<file path="src/rtl/bsc_pkg.sv">
`default_nettype none

package bsc_pkg;

  // field widths
  localparam int DUTY_FIELD_W  = 12;
  localparam int PERIOD_W      = 16;
  localparam int STEPS_W       = 16;
  localparam int TICK_W        = 22;
  localparam int CFG_DATA_W    = 22;
  localparam int CFG_INDEX_W   = 3;
  localparam int STEP_W        = 3;
  localparam int PHASES        = 3;

  // register defaults
  localparam int DUTY_BITS_DEFAULT = 12;
  localparam logic [DUTY_FIELD_W-1:0] RESET_DUTY      = 12'd2000;
  localparam logic [PERIOD_W-1:0]     RESET_PERIOD    = 16'd3645;
  localparam logic [STEPS_W-1:0]      RESET_STEPS     = 16'd3600;
  localparam logic [TICK_W-1:0]       RESET_PRECHARGE = 22'd2000000;

  // register indexes
  localparam logic [CFG_INDEX_W-1:0] REG_DUTY      = 3'd0;
  localparam logic [CFG_INDEX_W-1:0] REG_PERIOD    = 3'd1;
  localparam logic [CFG_INDEX_W-1:0] REG_STEPS     = 3'd2;
  localparam logic [CFG_INDEX_W-1:0] REG_PRECHARGE = 3'd3;

  localparam logic [STEP_W-1:0] LAST_STEP = 3'd5;

  typedef enum logic [1:0] {
    MODE_PRE   = 2'd0,
    MODE_START = 2'd1,
    MODE_RUN   = 2'd2
  } mode_t;

  typedef struct packed {
    logic [DUTY_FIELD_W-1:0] duty;
    logic [PERIOD_W-1:0]     startup_period;
    logic [STEPS_W-1:0]      startup_steps;
    logic [TICK_W-1:0]       precharge_ticks;
  } cfg_t;

  typedef struct packed {
    logic [DUTY_FIELD_W-1:0] duty_a;
    logic [DUTY_FIELD_W-1:0] duty_b;
    logic [DUTY_FIELD_W-1:0] duty_c;
    logic [PHASES-1:0]       low_side_n;
    logic [STEP_W-1:0]       step_index;
    mode_t                   mode;
  } drive_t;

  // phase driven high in each step
  function automatic logic [1:0] hi_phase(input logic [STEP_W-1:0] s);
    logic [1:0] p;
    case (s)
      3'd0, 3'd1: p = 2'd0;
      3'd2, 3'd3: p = 2'd1;
      3'd4, 3'd5: p = 2'd2;
      default:    p = 2'd0;
    endcase
    return p;
  endfunction

  // phase pulled low in each step
  function automatic logic [1:0] lo_phase(input logic [STEP_W-1:0] s);
    logic [1:0] p;
    case (s)
      3'd0:       p = 2'd1;
      3'd1, 3'd2: p = 2'd2;
      3'd3, 3'd4: p = 2'd0;
      3'd5:       p = 2'd1;
      default:    p = 2'd1;
    endcase
    return p;
  endfunction

  // floating phase watched for the back-emf crossing
  function automatic logic [1:0] sense_phase(input logic [STEP_W-1:0] s);
    logic [1:0] p;
    case (s)
      3'd0, 3'd3: p = 2'd2;
      3'd1, 3'd4: p = 2'd1;
      3'd2, 3'd5: p = 2'd0;
      default:    p = 2'd2;
    endcase
    return p;
  endfunction

  function automatic logic edge_seen(input logic [STEP_W-1:0] s,
                                     input logic [PHASES-1:0] was,
                                     input logic [PHASES-1:0] now);
    logic b_was;
    logic b_now;
    b_was = was[sense_phase(s)];
    b_now = now[sense_phase(s)];
    // even steps expect a rising edge, odd steps a falling one
    if (s[0] == 1'b0) begin
      return !b_was && b_now;
    end
    return b_was && !b_now;
  endfunction

  function automatic logic [STEP_W-1:0] advance(input logic [STEP_W-1:0] s);
    return (s >= LAST_STEP) ? '0 : s + 3'd1;
  endfunction

endpackage

`default_nettype wire

</file>
<file path="src/rtl/bldc_six_step_commutator.sv">
// channel   | handshake                | payload
// ----------+--------------------------+----------------------------------------------
// input     | in_valid / in_stall      | sensor_levels
// output    | out_valid / out_stall    | duty_a, duty_b, duty_c, low_side_n,
//           |                          | step_index, mode
// config    | cfg_write (no wait)      | cfg_index, cfg_data
//
// one tick per cycle while the output is not stalled; a tick waits in the input register, and its
// drive pattern is written into the output register when the tick leaves the input register
// out_valid rises once an accepted tick moves from the input register into the output register
// rst is synchronous: precharge state, all counters cleared, registers at defaults
// a stalled output freezes the pipe; one more tick can wait in the input register
`default_nettype none

module bldc_six_step_commutator #(
  parameter int DUTY_BITS = bsc_pkg::DUTY_BITS_DEFAULT
) (
  input  wire logic                                clk,
  input  wire logic                                rst,
  // tick channel
  input  wire logic                                in_valid,
  output      logic                                in_stall,
  input  wire logic [bsc_pkg::PHASES-1:0]          sensor_levels,
  // drive channel
  output      logic                                out_valid,
  input  wire logic                                out_stall,
  output      logic [bsc_pkg::DUTY_FIELD_W-1:0]    duty_a,
  output      logic [bsc_pkg::DUTY_FIELD_W-1:0]    duty_b,
  output      logic [bsc_pkg::DUTY_FIELD_W-1:0]    duty_c,
  output      logic [bsc_pkg::PHASES-1:0]          low_side_n,
  output      logic [bsc_pkg::STEP_W-1:0]          step_index,
  output      logic [1:0]                          mode,
  // register writes
  input  wire logic                                cfg_write,
  input  wire logic [bsc_pkg::CFG_INDEX_W-1:0]     cfg_index,
  input  wire logic [bsc_pkg::CFG_DATA_W-1:0]      cfg_data
);

  bsc_pkg::cfg_t   cfg;
  bsc_pkg::drive_t drive;
  bsc_pkg::drive_t result;

  // input register
  logic                        hold_valid;
  logic [bsc_pkg::PHASES-1:0]  hold_levels;

  logic move;    // output register can take a new pattern this cycle
  logic accept;  // input transaction
  logic fire;    // tick leaves the input register and updates the state

  assign move     = !out_valid || !out_stall;
  assign in_stall = hold_valid && !move;
  assign accept   = in_valid && !in_stall;
  assign fire     = hold_valid && move;

  bsc_cfg_regs #(
    .DUTY_BITS (DUTY_BITS)
  ) u_cfg (
    .clk       (clk),
    .rst       (rst),
    .cfg_write (cfg_write),
    .cfg_index (cfg_index),
    .cfg_data  (cfg_data),
    .cfg       (cfg)
  );

  // counters, step table and edge detect; state moves only when a tick fires
  bsc_commutate u_comm (
    .clk    (clk),
    .rst    (rst),
    .tick   (fire),
    .levels (hold_levels),
    .cfg    (cfg),
    .drive  (drive)
  );

  // input register control
  always_ff @(posedge clk) begin
    if (rst) begin
      hold_valid <= 1'b0;
    end else if (accept) begin
      hold_valid <= 1'b1;
    end else if (move) begin
      hold_valid <= 1'b0;
    end
  end

  // input payload, no reset needed
  always_ff @(posedge clk) begin
    if (accept) begin
      hold_levels <= sensor_levels;
    end
  end

  // output register control
  always_ff @(posedge clk) begin
    if (rst) begin
      out_valid <= 1'b0;
    end else if (move) begin
      out_valid <= hold_valid;
    end
  end

  // output payload
  always_ff @(posedge clk) begin
    if (fire) begin
      result <= drive;
    end
  end

  assign duty_a     = result.duty_a;
  assign duty_b     = result.duty_b;
  assign duty_c     = result.duty_c;
  assign low_side_n = result.low_side_n;
  assign step_index = result.step_index;
  assign mode       = result.mode;

endmodule

`default_nettype wire

</file>
<file path="src/rtl/bsc_cfg_regs.sv">
`default_nettype none

module bsc_cfg_regs #(
  parameter int DUTY_BITS = bsc_pkg::DUTY_BITS_DEFAULT
) (
  input  wire logic                             clk,
  input  wire logic                             rst,
  input  wire logic                             cfg_write,
  input  wire logic [bsc_pkg::CFG_INDEX_W-1:0]  cfg_index,
  input  wire logic [bsc_pkg::CFG_DATA_W-1:0]   cfg_data,
  output bsc_pkg::cfg_t                         cfg
);

  // duty storage keeps only the bits that survive both masks
  localparam int DUTY_W = (DUTY_BITS < bsc_pkg::DUTY_FIELD_W) ? DUTY_BITS
                                                              : bsc_pkg::DUTY_FIELD_W;

  logic [DUTY_W-1:0]               duty;
  logic [bsc_pkg::PERIOD_W-1:0]    startup_period;
  logic [bsc_pkg::STEPS_W-1:0]     startup_steps;
  logic [bsc_pkg::TICK_W-1:0]      precharge_ticks;

  always_ff @(posedge clk) begin
    if (rst) begin
      duty            <= bsc_pkg::RESET_DUTY[DUTY_W-1:0];
      startup_period  <= bsc_pkg::RESET_PERIOD;
      startup_steps   <= bsc_pkg::RESET_STEPS;
      precharge_ticks <= bsc_pkg::RESET_PRECHARGE;
    end else if (cfg_write) begin
      case (cfg_index)
        bsc_pkg::REG_DUTY:      duty            <= cfg_data[DUTY_W-1:0];
        bsc_pkg::REG_PERIOD:    startup_period  <= cfg_data[bsc_pkg::PERIOD_W-1:0];
        bsc_pkg::REG_STEPS:     startup_steps   <= cfg_data[bsc_pkg::STEPS_W-1:0];
        bsc_pkg::REG_PRECHARGE: precharge_ticks <= cfg_data[bsc_pkg::TICK_W-1:0];
        default: ;
      endcase
    end
  end

  always_comb begin
    cfg.duty            = bsc_pkg::DUTY_FIELD_W'(duty);
    cfg.startup_period  = startup_period;
    cfg.startup_steps   = startup_steps;
    cfg.precharge_ticks = precharge_ticks;
  end

endmodule

`default_nettype wire

</file>
<file path="src/rtl/bsc_commutate.sv">
`default_nettype none

module bsc_commutate (
  input  wire logic                         clk,
  input  wire logic                         rst,
  input  wire logic                         tick,
  input  wire logic [bsc_pkg::PHASES-1:0]   levels,
  input  wire bsc_pkg::cfg_t                cfg,
  output bsc_pkg::drive_t                   drive
);

  logic [bsc_pkg::STEP_W-1:0]   step;
  bsc_pkg::mode_t               phase_mode;
  logic [bsc_pkg::TICK_W-1:0]   tick_count;
  logic [bsc_pkg::STEPS_W-1:0]  forced_count;
  logic [bsc_pkg::PHASES-1:0]   last_levels;
  logic                         outputs_live;

  logic [bsc_pkg::STEP_W-1:0]   step_next;
  bsc_pkg::mode_t               phase_mode_next;
  logic [bsc_pkg::TICK_W-1:0]   tick_count_next;
  logic [bsc_pkg::STEPS_W-1:0]  forced_count_next;
  logic                         outputs_live_next;

  logic [bsc_pkg::PERIOD_W-1:0] per;
  logic [bsc_pkg::STEPS_W-1:0]  nsteps;
  logic [bsc_pkg::TICK_W-1:0]   tick_inc;
  logic [bsc_pkg::STEPS_W:0]    forced_plus1;
  logic [bsc_pkg::STEPS_W-1:0]  forced_inc;
  logic                         edge_hit;
  logic                         start_now;

  assign per          = (cfg.startup_period == '0) ? bsc_pkg::PERIOD_W'(1) : cfg.startup_period;
  assign nsteps       = (cfg.startup_steps == '0) ? bsc_pkg::STEPS_W'(1) : cfg.startup_steps;
  assign start_now    = (phase_mode == bsc_pkg::MODE_PRE) && (tick_count >= cfg.precharge_ticks);
  assign tick_inc     = (start_now ? '0 : tick_count) + bsc_pkg::TICK_W'(1);
  assign forced_plus1 = {1'b0, forced_count} + (bsc_pkg::STEPS_W + 1)'(1);
  assign forced_inc   = forced_count + bsc_pkg::STEPS_W'(1);
  assign edge_hit     = outputs_live && bsc_pkg::edge_seen(step, last_levels, levels);

  // next state
  always_comb begin
    step_next         = step;
    phase_mode_next   = phase_mode;
    tick_count_next   = tick_count;
    forced_count_next = forced_count;
    outputs_live_next = outputs_live;
    if (phase_mode == bsc_pkg::MODE_PRE && !start_now) begin
      tick_count_next = tick_inc;
    end else if (phase_mode == bsc_pkg::MODE_PRE || phase_mode == bsc_pkg::MODE_START) begin
      phase_mode_next = bsc_pkg::MODE_START;
      // edges count only in the last forced step window
      if (edge_hit && forced_plus1 >= {1'b0, nsteps}) begin
        step_next = bsc_pkg::advance(step);
      end
      tick_count_next = tick_inc;
      if (tick_inc >= bsc_pkg::TICK_W'(per)) begin
        tick_count_next   = '0;
        step_next         = bsc_pkg::advance(step_next);
        outputs_live_next = 1'b1;
        forced_count_next = forced_inc;
        if (forced_inc >= nsteps) begin
          phase_mode_next = bsc_pkg::MODE_RUN;
        end
      end
    end else begin
      phase_mode_next = bsc_pkg::MODE_RUN;
      if (edge_hit) begin
        step_next = bsc_pkg::advance(step);
      end
    end
  end

  // drive pattern from the updated state
  always_comb begin
    drive.duty_a     = '0;
    drive.duty_b     = '0;
    drive.duty_c     = '0;
    drive.step_index = step_next;
    drive.mode       = phase_mode_next;
    if (phase_mode_next == bsc_pkg::MODE_PRE) begin
      drive.low_side_n = '0;
    end else if (!outputs_live_next) begin
      drive.low_side_n = '1;
    end else begin
      case (bsc_pkg::hi_phase(step_next))
        2'd0:    drive.duty_a = cfg.duty;
        2'd1:    drive.duty_b = cfg.duty;
        2'd2:    drive.duty_c = cfg.duty;
        default: ;
      endcase
      drive.low_side_n = ~(bsc_pkg::PHASES'(1) << bsc_pkg::lo_phase(step_next));
    end
  end

  always_ff @(posedge clk) begin
    if (rst) begin
      step         <= '0;
      phase_mode   <= bsc_pkg::MODE_PRE;
      tick_count   <= '0;
      forced_count <= '0;
      last_levels  <= '0;
      outputs_live <= 1'b0;
    end else if (tick) begin
      step         <= step_next;
      phase_mode   <= phase_mode_next;
      tick_count   <= tick_count_next;
      forced_count <= forced_count_next;
      last_levels  <= levels;
      outputs_live <= outputs_live_next;
    end
  end

  a_step_range: assert property (@(posedge clk) disable iff (rst)
    step <= bsc_pkg::LAST_STEP)
    else $error("commutation step out of range");

  a_pre_dark: assert property (@(posedge clk) disable iff (rst)
    (phase_mode == bsc_pkg::MODE_PRE) |-> !outputs_live)
    else $error("high sides live during precharge");

  a_run_sticks: assert property (@(posedge clk) disable iff (rst)
    (phase_mode == bsc_pkg::MODE_RUN) |=> (phase_mode == bsc_pkg::MODE_RUN))
    else $error("left closed-loop run");

  a_idle_hold: assert property (@(posedge clk) disable iff (rst)
    !tick |=> $stable(step) && $stable(tick_count))
    else $error("state moved without a tick");

endmodule

`default_nettype wire
</file>
<file path="config.mk">
export PLATFORM = sky130hd
export DESIGN_NAME = bldc_six_step_commutator
export DESIGN_NICKNAME = d
export VERILOG_FILES = /design/src/rtl/bsc_pkg.sv /design/src/rtl/bldc_six_step_commutator.sv /design/src/rtl/bsc_cfg_regs.sv /design/src/rtl/bsc_commutate.sv
export SDC_FILE = /design/constraint.sdc
export NUM_CORES = 1
export LEC_CHECK = 0
export BUFFER_PORTS_ARGS = -buffer_cell sky130_fd_sc_hd__buf_4
export CAP_MARGIN = 0
export CORE_UTILIZATION = 60
export DETAILED_ROUTE_END_ITERATION = 7
export PLACE_DENSITY = 0.8
export REMOVE_ABC_BUFFERS = 1
export SYNTH_ARGS = -nofsm -noshare
export SYNTH_HDL_FRONTEND = slang
export SYNTH_SLANG_ARGS = --single-unit
export TNS_END_PERCENT = 100
</file>
<file path="constraint.sdc">
create_clock -name clk -period 6.95 [get_ports clk]
set_input_delay 0 -clock clk [delete_from_list [all_inputs] [get_ports clk]]
set_output_delay 0 -clock clk [all_outputs]
set_load 0.01 [all_outputs]
</file>
[Word-level counts from Yosys, hierarchy flattened]
Index checks and enable logic that the tools add are counted.
Word-level totals
  output and inout bits: 46
  ROM bits: 0
  latch bits: 0
  bits in writable memories: 0
  word-level logic and storage cells: 131
  bits in registers: 162
  memories: 0
Cells by class
  reductions and logical operators: 41
  shift-type cells: 1
  add/sub/neg operators: 5
  muxes and demuxes: 37
  multiply operators: 0
  $lt $le $gt $ge: 7
  div/mod/pow operators: 0
  bitwise operators: 6
  eq/ne operators: 15
Operators with widths (count)
  2-to-1 mux 22 bit: 4
  logical NOT 16 bit: 2
  2-to-1 mux 16 bit: 2
  2-to-1 mux 3 bit: 10
  adder 22 x 1 -> 22 bit, second input constant: 1
  greater-or-equal comparator 22 x 16 -> 1 bit: 1
  greater-or-equal comparator 22 bit: 1
  adder 16 x 1 -> 17 bit, second input constant: 1
  greater-or-equal comparator 17 x 16 -> 1 bit: 1
  adder 16 x 1 -> 16 bit, second input constant: 1
  greater-or-equal comparator 16 bit: 1
  2-to-1 mux 2 bit: 8
  == test 3 x 2 -> 1 bit, second input constant: 5
  == test 3 bit, second input constant: 4
  one-hot mux 2 bit (2 select lines): 3
  OR reduction 2 bit: 6
  AND reduction 2 bit: 5
  == test 3 x 1 -> 1 bit, second input constant: 3
  logical AND 1 bit: 9
  OR reduction 3 bit: 3
  2-to-1 mux 1 bit: 8
  logical NOT 1 bit: 7
  adder 3 x 1 -> 3 bit, second input constant: 2
  greater-or-equal comparator 3 bit, second input constant: 2
  other kinds (12): 22

[Logic depth before layout (Yosys ltp)]
Gate-level depths: netlist (run 1).
  depth after elaboration: 26
  depth in mapped cells: 27
  mapped depth without buffers: 26

[Hierarchy]
From an unflattened synthesis (run 1), not the netlist that was laid out.
Unflattened totals
  cell total of the unflattened synthesis: 978
  area, all modules: 9197.6 um^2
By module, submodules not included
  bsc_commutate: area each 5028.6 um^2, instances 1, cells each 665
  bsc_cfg_regs: area each 2671.3 um^2, instances 1, cells each 256
  bldc_six_step_commutator: area each 1497.7 um^2, instances 1, cells each 57

[Worst setup path before layout (run 1)]
No wires, ideal clock.
  kind: reg-to-reg
  from: register u_cfg.precharge_ticks[11] (netlist name)
  to: register result, in the netlist duty_a[10] (data pin)
  path buffers: 1
  arrival: 5.168 ns
  data required time: 6.673 ns
  library setup time: 0.277 ns
  stages on the path, launching flop included: 27
  setup slack: 1.506 ns
  cells stage by stage: dfxtp_1 -> inv_1 -> ha_1 -> a21o_1 -> nand3_1 -> a21oi_1 -> o31ai_1 -> a21oi_1 -> nor2_1 -> ha_1 -> nand4_1 -> nor3_1 -> and3_1 -> xnor2_1 -> nor2_1 -> ha_1 -> a21o_1 -> a21oi_1 -> o211ai_1 -> a21o_1 -> a22o_1 -> a41o_1 -> a21oi_4 -> inv_2 -> xnor2_2 -> buf_6 -> nor3b_2
RTL lines
  start, declared: RTL line bsc_cfg_regs.sv:21  | logic [bsc_pkg::TICK_W-1:0] precharge_ticks;
  start signal, assigned: RTL line bsc_cfg_regs.sv:28  | precharge_ticks <= bsc_pkg::RESET_PRECHARGE;
  start signal, assigned: RTL line bsc_cfg_regs.sv:34  | bsc_pkg::REG_PRECHARGE: precharge_ticks <= cfg_data[bsc_pkg::TICK_W-1:0];
  end signal, assigned: RTL line bldc_six_step_commutator.sv:107  | result <= drive;
  end, declared: RTL line bldc_six_step_commutator.sv:41  | bsc_pkg::drive_t result;

==> run summary, run 1 <==
Area leader, netlist - dfxtp_1
Post-synth cell types - 73
N_diodes - 0
Share of post-route cells with drive strength above 1 - 13.94%
Die Width - 123.3 µm
Status - finished clean
Crit share post-route - 93.56%
Die Span Y - 123.3 µm
Crit. End Element - flip-flop
Overall routed net length - 21640 µm
Commonest non-fill, non-tap cell in the layout - nand2_1
DRT iter0 DRCs - 695
Pin count of the biggest net entering global routing - 91
Worst Path Required - 7090 ps
Post-DR vias/cell - 5.868
WP data arrival - 6640 ps
Crit-path max FO - 18
Routed vias - 7541
Startpoint types - flip-flop
Critical path class - flip-flop to flip-flop
Min-delay worst type - input pin to flip-flop
Final RePlAce weighted congestion - 0.8921
Pins Over Slew Limit - 0
Synth Cell Area - 8821 µm²
Slew HR - 24.69%
YS warnings - 0
Design Area, Final - 10430 µm²
Vias in the first global route - 7118
Post-DP Area - 9514 µm²
Fmax - 0.1538 GHz
Final min period - 6502 ps
Nets - 1187
Cell Pwr Density - 208.8 nW/µm²
Clock-pin slew on the worst setup and hold paths - 60 ps
Initial Util - 62.58%
CTS Sinks - 162
Core area - 14100 µm²
GRT Util Overall - 30.25%
Flops & latches, synth - 162
Final setup violating endpoints - 0
Clock buffer depth - 2
Antenna violations before repair - 0
Share of the synthesized area in the top cell type - 26.10%
EDFF count, synth - 47
DRT Pass-1 Iters - 5
Syn_area_per_cell - 8.830 µm²
Largest family of logic cells by synthesized area - simple AND/OR/NAND/NOR gates
IO Count - 79
Asr flop ratio synth - 0%
Die ar. - 15190 µm²
CP max-delay cell - xnor2_2
Synth Area in Adders - 8.794%
FF/Latch Area - 3714 µm²
Avg WL per Cell - 16.84 µm
Synthesized instance count - 999
First-pass GRT wire length - 35300 µm
Worst Tran Pin Value - 1130 ps
Setup TNS - 0 ps
Post-synthesis sequential area ratio - 42.10%
Final Hold Vio Count - 0
Leak pwr - 4.216 nW
Post-CTS setup buffer count - 0
Multi-input logic area - 4674 µm²
Later-pin clock latency in the skew report - 430 ps
Post_cts resized - 0
Total CTS buffers - 17
Port bufs - 78
Filler Cell Count - 1051
Cts hold-fix bufs - 30
DP Wirelength - 14940 µm
Post-synthesis mux area share - 2.638%
Slowest stage delay, CP - 720 ps
Post-route ant nets - 0
CTS tree - done
Total congestion overflow - 0
Worst clock skew - 5.788 ps
Synthesis-to-finish area growth - 18.26%
Compound-Gate Fraction of Synth Area - 14.85%
Simple-gate share of the synthesized area - 22.10%
FP Rows - 43
Max_cap viols - 0
Most frequent cells in the layout - 154 x nand2_1, 115 x dfxtp_1, 96 x a21oi_1, 85 x buf_4, 76 x nor2_1
Synth Area in XOR/XNOR - 4.553%
Number of remaining DRC errors - 0
Main area contributors after synthesis - dfxtp_1 26%, edfxtp_1 16%, ha_1 8.8%
Ys flop type - dfxtp_1
Peak supply drop - 0.1607 mV
RSZ-0062 raised after global routing - false
CTS root buf - clkbuf_16
CTS H-tree lvls - 4
[layer usage]
layer / part of all wire, % / GRT usage [%] / vias up
met3: 6.8 / 5.166 / 24
met2: 48 / 51.19 / 283
met4: 1.3 / 9.488 / 0
met1: 44 / 39.31 / 3565
met5: 0 / 0 / -
li1: - / - / 3669
[sequential cells by signal, summed over array words and instances (netlist names), 12 cells and up]
| name | count |
|---|---|
| u_cfg.startup_period | 16 |
| u_comm.tick_count | 22 |
| duty_a | 12 |
| duty_c | 12 |
| u_comm.forced_count | 16 |
| u_cfg.startup_steps | 16 |
| u_cfg.precharge_ticks | 22 |
| duty_b | 12 |
| u_cfg.duty | 12 |
[area by class of cell]
| type | count | area share [%] |
|---|---|---|
| repair buffers | 115 | 8.996 |
| well taps | 180 | 2.159 |
| clock inverters | 12 | 1.727 |
| multi-input cells | 726 | 44.81 |
| clock buffers | 20 | 4.186 |
| flip-flops and latches | 162 | 35.60 |
| inverters | 70 | 2.519 |
[cell families after synthesis]
kind of cell / after synthesis
buf+inv: 111
mux: 20
fa+ha+maj: 62
flops: 162
compound gates: 208
simple gates: 391
xor+xnor: 45
[worst max-delay path: cells and delay by family (launching register included)]
| kind | cells | cell delay [ps] |
|---|---|---|
| flip-flops | 1 | 450 |
| buffers and inverters | 3 | 530 |
| adder cells (fa/ha/maj) | 3 | 890 |
| AND/OR/NAND/NOR | 6 | 990 |
| XOR/XNOR | 2 | 850 |
| AO/OA/AOI/OAI | 11 | 2490 |
[report_power, final]
group | switching (W) | total, W | leakage (nW) | internal [W]
clock network | 0.000392 | 0.000996 | 0.295 | 0.000604
logic | 0.000101 | 0.000173 | 2.54 | 0.0000717
registers | 0.0000155 | 0.00101 | 1.38 | 0.000994
total | 0.000509 | 0.00218 | 4.22 | 0.00167
[cell usage after synthesis, drive strengths merged, types with 11 or more instances]
cell type,instances
nand2,154
dfxtp,115
a21oi,97
nor2,77
inv,69
ha,62
edfxtp,47
clkbuf,35
o21ai,33
and2,28
nand3,28
xor2,28
o211ai,21
mux2i,17
xnor2,17
nor3,16
nor4,16
nand4,14
nor3b,13
or3,11
[through the flow]
| stage | hold slack (ps) | total power [W] | util, % | std cells | setup WS, ps |
|---|---|---|---|---|---|
| after floorplan | 69.07 | 0.001114 | - | 958 | 1089 |
| after global placement | 178.7 | 0.001181 | 67.50 | 1223 | 925.0 |
| after detailed placement | 179.5 | 0.001187 | 67.50 | 1223 | 632.1 |
| after CTS | 97.75 | 0.002182 | 74.00 | 1285 | 581.6 |
| after global routing | 131.1 | 0.002243 | 74.00 | 1285 | 3.651 |
| final | 116.4 | 0.002178 | 74.00 | 1285 | 447.7 |
[path summary, 6_finish.rpt]
| check | startpoint | end | slack, ps | cells past startpoint |
|---|---|---|---|---|
| worst max register to register | u_comm.tick_count[19] | duty_a[10] | 450 | 25 |
| worst max-delay path | u_comm.tick_count[19] | duty_a[10] | 450 | 25 |
| worst min-delay path | cfg_write | u_cfg.duty[10] | 120 | 5 |
| worst min register to register | u_cfg.precharge_ticks[21] | u_cfg.precharge_ticks[21] | 460 | 2 |
Note: power is estimated with default switching activity, not from simulation.
==> run 2: changes to the inputs <==
SYNTH_HIERARCHICAL = 1   (was default)
==> run summary, run 2 <==
Routed vias - 7327 (-2.8%)
Leak pwr - 4.807 nW (+14%)
Clock power frac - 45.3% (-0.4 points)
Overall routed net length - 20840 µm (-3.7%)
DRT iter0 DRCs - 601 (-14%)
Post-synthesis sequential area ratio - 40.38% (-1.7 points)
Slowest stage delay, CP - 490 ps (-230 ps)
Pins Over Slew Limit - 0 (unchanged)
Post-route ant nets - 0 (unchanged)
Final RePlAce weighted congestion - 0.9591 (+7.5%)
Post-DR vias/cell - 5.797 (-1.2%)
Reg2Reg Setup Slack - 670 ps (+220 ps)
Die Span Y - 125.8 µm (+2.1%)
Clock-pin slew on the worst setup and hold paths - 60 ps (about the same)
Worst setup margin - 671.8 ps (+224.1 ps)
Sw Share - 23.25% (-0.11 points)
Min-delay worst type - input pin to flip-flop
FP Rows - 44 (+2.3%)
Buf+Inv Stages, Crit Path - 1 (-2)
Number of stages on the worst setup path - 25 (unchanged)
Final setup violating endpoints - 0 (unchanged)
Startpoint types - flip-flop
CTS tree - done
Total congestion overflow - 0 (unchanged)
N_diodes - 0 (unchanged)
Cell Pwr Density - 197.7 nW/µm² (-5.3%)
Switch Pwr - 0.0004945 W (-2.8%)
Commonest non-fill, non-tap cell in the layout - dfxtp_1
GRT Util Overall - 27.00% (-3.2 points)
Worst path top cell family by delay - compound AO/OA/AOI/OAI gates
Worst Hold Depth - 3 (-2)
Die Width - 125.8 µm (+2.1%)
YS warnings - 6 (+6)
Fmax - 0.1593 GHz (+3.6%)
Port bufs - 78 (unchanged)
Clock buffer depth - 2 (unchanged)
P_int - 0.001633 W (-2.2%)
Post-route insts no fill - 1264 (-1.6%)
Avg WL per Cell - 16.48 µm (-2.1%)
Crit share post-route - 90.33% (-3.2 points)
Syn_area_per_cell - 9.404 µm² (+6.5%)
CTS root buf - clkbuf_16
Ys flop type - dfxtp_1
Asr flop ratio synth - 0% (unchanged)
Peak supply drop - 0.1481 mV (-7.8%)
IO Count - 79 (unchanged)
Status - finished clean
Vias in the first global route - 7020 (-1.4%)
Die ar. - 15830 µm² (+4.2%)
CTS H-tree lvls - 4 (unchanged)
Main area contributors after synthesis - dfxtp_1 25%, edfxtp_1 15%, ha_1 8.4%
Combinational Power Share - 7.4% (-0.5 points)
Largest registers - u_cfg/precharge_ticks x22, u_comm/tick_count x22
Placement Setup Slack - 782.3 ps (+150.2 ps)
RSZ-0062 raised after global routing - false
Worst clock skew - 7.141 ps (+1.353 ps)
Synthesis-to-finish area growth - 16.98%
Final min period - 6278 ps (-224.1 ps)
Setup TNS - 0 ps (unchanged)
Core area - 14750 µm² (+4.7%)
WP data arrival - 6420 ps (-220 ps)
CTS Sinks - 162 (unchanged)
Nets - 1162 (-2.1%)
Number of remaining DRC errors - 0 (unchanged)
Pin count of the biggest net entering global routing - 80 (-12%)
Post-CTS setup buffer count - 0 (unchanged)
Post-synth cell types - 80 (+9.6%)
Crit. End Element - flip-flop
Reg2reg path depth - 25 (unchanged)
Initial Util - 62.34% (-0.24 points)
Critical path class - flip-flop to flip-flop
Flop pwr share - 47.4% (+1.0 points)
Slew HR - 30.96% (+6.3 points)
Finished Core Util - 72.92% (-1.1 points)
Cell with the most instances after synthesis - dfxtp_1
R2r startpoint - u_comm/tick_count[15]
Worst Path Required - 7090 ps (about the same)
Worst Tran Pin Value - 1030 ps (-99.94 ps)
Worst r2r dst - low_side_n[0]
Antenna violations before repair - 0 (unchanged)
DP Wirelength - 14490 µm (-3.1%)
First-pass GRT wire length - 34170 µm (-3.2%)
Min-Delay Startpoint - cfg_data[1]
Share of post-route cells with drive strength above 1 - 14.63% (+0.69 points)
DRT Pass-1 Iters - 5 (unchanged)
CP max-delay cell - dfxtp_1
Crit-path max FO - 19 (+1)
Synthesized instance count - 978 (-2.1%)
Min-Delay Endpoint - u_cfg/startup_steps[1]
Later-pin clock latency in the skew report - 430 ps (about the same)
Max_cap viols - 0 (unchanged)
Filler Cell Count - 1142 (+8.7%)
Flops & latches, synth - 162 (unchanged)
Share of the synthesized area in the top cell type - 25.03% (-1.1 points)
Most frequent cells in the layout - 115 x dfxtp_1, 107 x nor2_1, 83 x buf_4, 77 x mux2i_1
EDFF count, synth - 47 (unchanged)
Total CTS buffers - 17 (unchanged)
Area leader, netlist - dfxtp_1
Synth Cell Area - 9198 µm² (+4.3%)
Synth cell count leaders - 115 x dfxtp_1, 107 x nor2_1, 77 x mux2i_1
Final Hold Vio Count - 0 (unchanged)
Cell count after placement - 1200 (-1.9%)
[run 2: layout make-up]
| cell class | instances | area, µm² | area share (%) |
|---|---|---|---|
| Sequential cell | 162 | 3714 | 34.52 |
| Clock inverter | 15 | 181.4 | 1.686 |
| Tap cell | 184 | 230.2 | 2.140 |
| Clock buffer | 17 | 425.4 | 3.954 |
| Timing Repair Buffer | 115 | 943.4 | 8.768 |
| Inverter | 65 | 244.0 | 2.268 |
| Multi-Input combinational cell | 706 | 5021 | 46.67 |
[run 2: worst max-delay path by stage]
stage                     slack, ps                 endpoint                  start
after floorplan               -1210  u_comm/forced_count[15]             hold_valid
after global placement          840            low_side_n[0]  u_comm/tick_count[15]
after detailed placement        780            low_side_n[0]  u_comm/tick_count[15]
after CTS                       700            low_side_n[0]  u_comm/tick_count[15]
after global routing             30            low_side_n[0]   u_comm/tick_count[2]
final                           670            low_side_n[0]  u_comm/tick_count[15]
[run 2: worst min-delay path, cell delays in order]
cell and delay [ps]:
buf_4 80, nand2b_1 170, mux2i_1 160
[run 2: cells by family (layout without fill, tap and decap cells)]
kind of cell | count (synthesis) | after routing | synth area share (%)
AO/OA/AOI/OAI | 121 | 121 | 9.264
XOR/XNOR | 47 | 47 | 4.476
adder cells (fa/ha/maj) | 62 | 62 | 8.434
buffers and inverters | 110 | 212 | 5.156
flip-flops | 162 | 162 | 40.38
multiplexers | 80 | 80 | 8.747
AND/OR/NAND/NOR | 396 | 396 | 23.55
[run 2: what timing repair did]
item,4_1_cts,5_1_grt
hold buffers,32,0
endpoints found under the setup margin,0,1
hold endpoints to repair,65,0
gates resized for setup,0,0
[run 2: power groups by stage]
stage	clock network, W	registers (W)	logic, W
after floorplan	0	0.00103	0.0000718
after global placement	0	0.00103	0.000137
after detailed placement	0	0.00103	0.000140
after CTS	0.000974	0.00101	0.000155
after global routing	0.00101	0.00101	0.000171
final	0.000963	0.00101	0.000156
[run 2: layer usage]
layer	vias up	track usage [%]	share of wire (%)
li1	3607	-	-
met1	3444	36.09	46
met2	234	43.63	46
met3	42	4.885	5.5
met4	0	10.42	2.3
met5	-	0	0
[run 2: stage by stage]
stage / hold slack [ps] / power [W] / instance area [µm²]
floorplan: 62.44 / 0.001102 / 8967
global placement: 178.3 / 0.001165 / 9832
detailed placement: 180.0 / 0.001168 / 9832
CTS: 2.947 / 0.002137 / 10760
global route: 49.18 / 0.002195 / 10760
finish: 24.01 / 0.002127 / 10760
